<file path="src/rtl/point_ring_radius_search_macros.svh">
// ----------------------------------------------------------------------------
// Assertion macros for point_ring_radius_search
// Short forms for same-cycle and next-cycle checks, reset masked.
// ----------------------------------------------------------------------------
`ifndef POINT_RING_RADIUS_SEARCH_MACROS_SVH
`define POINT_RING_RADIUS_SEARCH_MACROS_SVH

// Consequent checked in the same cycle as the antecedent
`define PRS_ASSERT_NOW(lbl, ante, cons, msg) \
    lbl: assert property (@(posedge aclk) disable iff (!aresetn) (ante) |-> (cons)) \
        else $error(msg);

// Consequent checked in the cycle after the antecedent
`define PRS_ASSERT_NEXT(lbl, ante, cons, msg) \
    lbl: assert property (@(posedge aclk) disable iff (!aresetn) (ante) |=> (cons)) \
        else $error(msg);

`endif

</file>
<file path="src/rtl/prs_ram.sv">
// ----------------------------------------------------------------------------
// prs_ram
// Generic single-clock RAM, one write port and one read port, registered read.
// ----------------------------------------------------------------------------
`default_nettype none

module prs_ram #(
    parameter  int WIDTH = 48,
    parameter  int DEPTH = 64,
    localparam int AW    = $clog2(DEPTH)
) (
    input  wire logic             aclk,
    input  wire logic             we,
    input  wire logic [AW-1:0]    waddr,
    input  wire logic [WIDTH-1:0] wdata,
    input  wire logic             re,
    input  wire logic [AW-1:0]    raddr,
    output logic      [WIDTH-1:0] rdata
);

    logic [WIDTH-1:0] mem [DEPTH];
    logic [WIDTH-1:0] rdata_reg;

    // Write port
    always_ff @(posedge aclk) begin
        if (we) begin
            mem[waddr] <= wdata;
        end
    end

    // Registered read port
    always_ff @(posedge aclk) begin
        if (re) begin
            rdata_reg <= mem[raddr];
        end
    end

    assign rdata = rdata_reg;

endmodule

`default_nettype wire
</file>
<file path="config.mk">
export PLATFORM = sky130hd
export DESIGN_NAME = prs_ram
export DESIGN_NICKNAME = d
export VERILOG_FILES = /design/src/rtl/point_ring_radius_search_macros.svh /design/src/rtl/prs_ram.sv
export SDC_FILE = /design/constraint.sdc
export NUM_CORES = 2
export LEC_CHECK = 0
export BUFFER_PORTS_ARGS = -buffer_cell sky130_fd_sc_hd__buf_2
export CAP_MARGIN = 30
export CORE_AREA = 2 2 663 665
export CTS_CLUSTER_DIAMETER = 80
export DETAILED_ROUTE_END_ITERATION = 12
export DIE_AREA = 0 0 665 667
export HOLD_SLACK_MARGIN = 0.05
export SLEW_MARGIN = 20
export SYNTH_ARGS = -nofsm -noshare
export SYNTH_HDL_FRONTEND = slang
export SYNTH_SLANG_ARGS = --single-unit
</file>
<file path="constraint.sdc">
create_clock -name aclk -period 14.1 [get_ports aclk]
set_input_delay 2.115 -clock aclk [delete_from_list [all_inputs] [get_ports aclk]]
set_output_delay 2.115 -clock aclk [all_outputs]
set_load 0.01 [all_outputs]
</file>
==> results.cfg <==
[outcome]
status = complete, no violations

[clock_network]
cts_setup_buffers = 0
clk_pin_slew_ps = 70
clockBufferDepth = 4
post_cts_resized = 0
numCtsBuffers = 287
cts_hold_buf = 0
clock_latency_ps = 870
tritoncts = built
htreeDepth = 5
clkSinkCount = 3120
cts-root-buf = clkbuf_16

[timing]
period_share_pct = 42.9
worstMarginPinSlew_ps = 1110
holdWs_ps = 893
max-slew-margin-rel_pct = 25.7
hold_viol = 0
finalCriticalPeriod_ps = 6050
rsz0062_at_grt = false
slew_viol_final = 0
max_clock_freq_ghz = 0.165
layout_setup_ws_ps = 8050
final-setup-viol-count = 0
fin_skew_ps = 63.8
tns_ps = 0

[worst_setup_path]
max_stage_delay_ps = 830
crit_required_ps = 14660
cp_slowest_cell = buf_4
r2r_end = rdata[22]
cp.arrival_ps = 6610
cpMostUsedCell = buf_4
crit_chain = buf_8 > buf_4 > buf_4 > buf_4 > mux4_2 > a22o_1 > a221oi_1 > a221oi_1
r2r_cells = 5
r2r-start = mem[48][22]
cp_max_fo = 73
worstSetupPathType = in2reg
crit_path_end_kind = flop
startpoint = raddr[1]
start_kind = primary input
r2r_slack_ps = 11610

[finish]
fillers = 41300
area_delta_synth_final_pct = 15.3
final_cell_mix = edfxtp_1, mux4_2, clkbuf_16
drive_above_1_share_pct = 27.7
layout_commonest_cell = edfxtp_1
nNetsFinal = 5328
largest_reg_flops = 3072
multi_input_area_um2 = 23000
seqCellArea_um2 = 93700

[grt]
grt_pass1_wl_mm = 444
top_usage_layer = met2
grtUsageTotal_pct = 14.0
grt_max_degree = 126
grt_use_met1_pct = 19.5
grt_pass1_vias = 56400
met3_usage_pct = 2.47
use_met2_pct = 22.8
antenna_found_initial = 40
grt_overflow_total = 0

[synth]
synth-seq-cells = 3120
yosys_warnings = 0
ys_seq_area_share_pct = 79.7
synth_nets = 5033
yosysTopAreaCell = edfxtp_1
synth_area_per_cell_um2 = 23.7
netlist_top_cells_area = edfxtp_1, mux4_2, o22ai_1
yosys.area.top_type_share_pct = 79.7
synth.distinct_cells = 35
synthCells = 4970
syn_area_um2 = 118000

[routing]
drcViolationCount = 0
drt-total-wl_mm = 319
drt-vias-per-instance = 5.01
drtIter0Drc = 7648
wl_per_cell_um = 28.4
ant_nets = 0
num_vias = 56300
first_pass_iters = 7

[min_path]
worstHoldEndpoint = rdata[36]
hold_depth = 4
worst_hold_path_type = reg2reg
hold_start = mem[59][36]

[die]
num_rows = 243
dieArea_um2 = 444000
core_area_um2 = 437000
die_h_um = 667
num_io_pins = 111
dieWidth_um = 665
start_util_pct = 26.9

[placement]
pre_cts_ws_ps = 7180
io_buffers = 110
dpl.hpwl_mm = 172
gp_congestion = 0.753

[pwr]
leakage_nw = 40.7
p_total_mw = 18.9
power_density_nw_per_um2 = 139
peakVddDrop_mv = 0.0947

[flow_run]
drv_cap = 0
[cell type report]
type	count	area share [%]
Antenna cell	6	0.0111
Clock buffer	359	5.65
Clock inverter	143	0.981
Multi-Input combinational cell	1568	16.9
Sequential cell	3120	69.1
Tap cell	5757	5.31
Timing Repair Buffer	288	2.02
[routing by layer]
| metal | vias up | routed length (um) | share of wire (%) |
|---|---|---|---|
| met5 | - | 65 | 0.020 |
| met4 | 10 | 8080 | 2.5 |
| met3 | 516 | 28200 | 8.8 |
| met2 | 2798 | 152000 | 48 |
| met1 | 30800 | 131000 | 41 |
| li1 | 22100 | - | - |
[critical path: cells and delay by family]
kind | cells | cell delay, ps
buffers and inverters | 4 | 2750
AO/OA/AOI/OAI | 3 | 1020
multiplexers | 1 | 410
[how the worst max path moves through the flow]
stage / to / slack [ps] / cells after the start
2_1_floorplan: mem[48][0] / 7700 / 4
3_3_place_gp: rdata[26] / 7220 / 8
3_5_place_dp: rdata[26] / 7180 / 8
4_1_cts: rdata[26] / 8140 / 8
5_1_grt: rdata[26] / 7940 / 8
6_report: rdata[26] / 8050 / 8
[Yosys cell counts]
master	n
edfxtp_1	3120
mux4_2	754
nor2_1	132
o22ai_1	122
buf_2	98
clkbuf_1	98
a221oi_1	83
a21oi_1	74
a22oi_1	72
mux2i_1	63
buf_4	62
a22o_1	57
nand2_1	55
a211oi_1	32
o221ai_1	28
nor2b_1	24
buf_1	12
mux2_2	12
a311oi_1	11
buf_6	11
nand2b_1	10
nand3_1	7
a31o_2	5
nand3b_1	5
or3b_2	4
and2_1	3
nor3_1	3
or2_2	3
or3_1	3
nand4_1	2
a311o_1	1
a31oi_1	1
and3_1	1
clkbuf_2	1
nand4b_1	1
[where the power goes]
part           switching [mW]  leakage, nW  internal, mW
logic                   0.566         8.25         0.326
registers              0.0352         28.1          10.3
clock network            3.39         4.39          4.29
total                    3.99         40.7          14.9
[cells by family (layout without fill, tap and decap cells)]
family,Yosys count,count (layout),share of synthesized area (%)
buf+inv,282,790,1.27
flops,3120,3120,79.7
simple gates,253,253,0.953
mux,829,829,15.1
other cells,0,6,0
compound gates,486,486,3.01
[metrics by stage]
| step | cells | area, um2 | util [%] |
|---|---|---|---|
| finish | 11200 | 136000 | 31.1 |
| global route | 11200 | 136000 | 31.1 |
| CTS | 11200 | 135000 | 30.9 |
| detailed placement | 10700 | 126000 | 28.9 |
| global placement | 10700 | 126000 | 28.8 |
| floorplan | 4970 | 118000 | - |
Power figures use the tool's default switching activity.
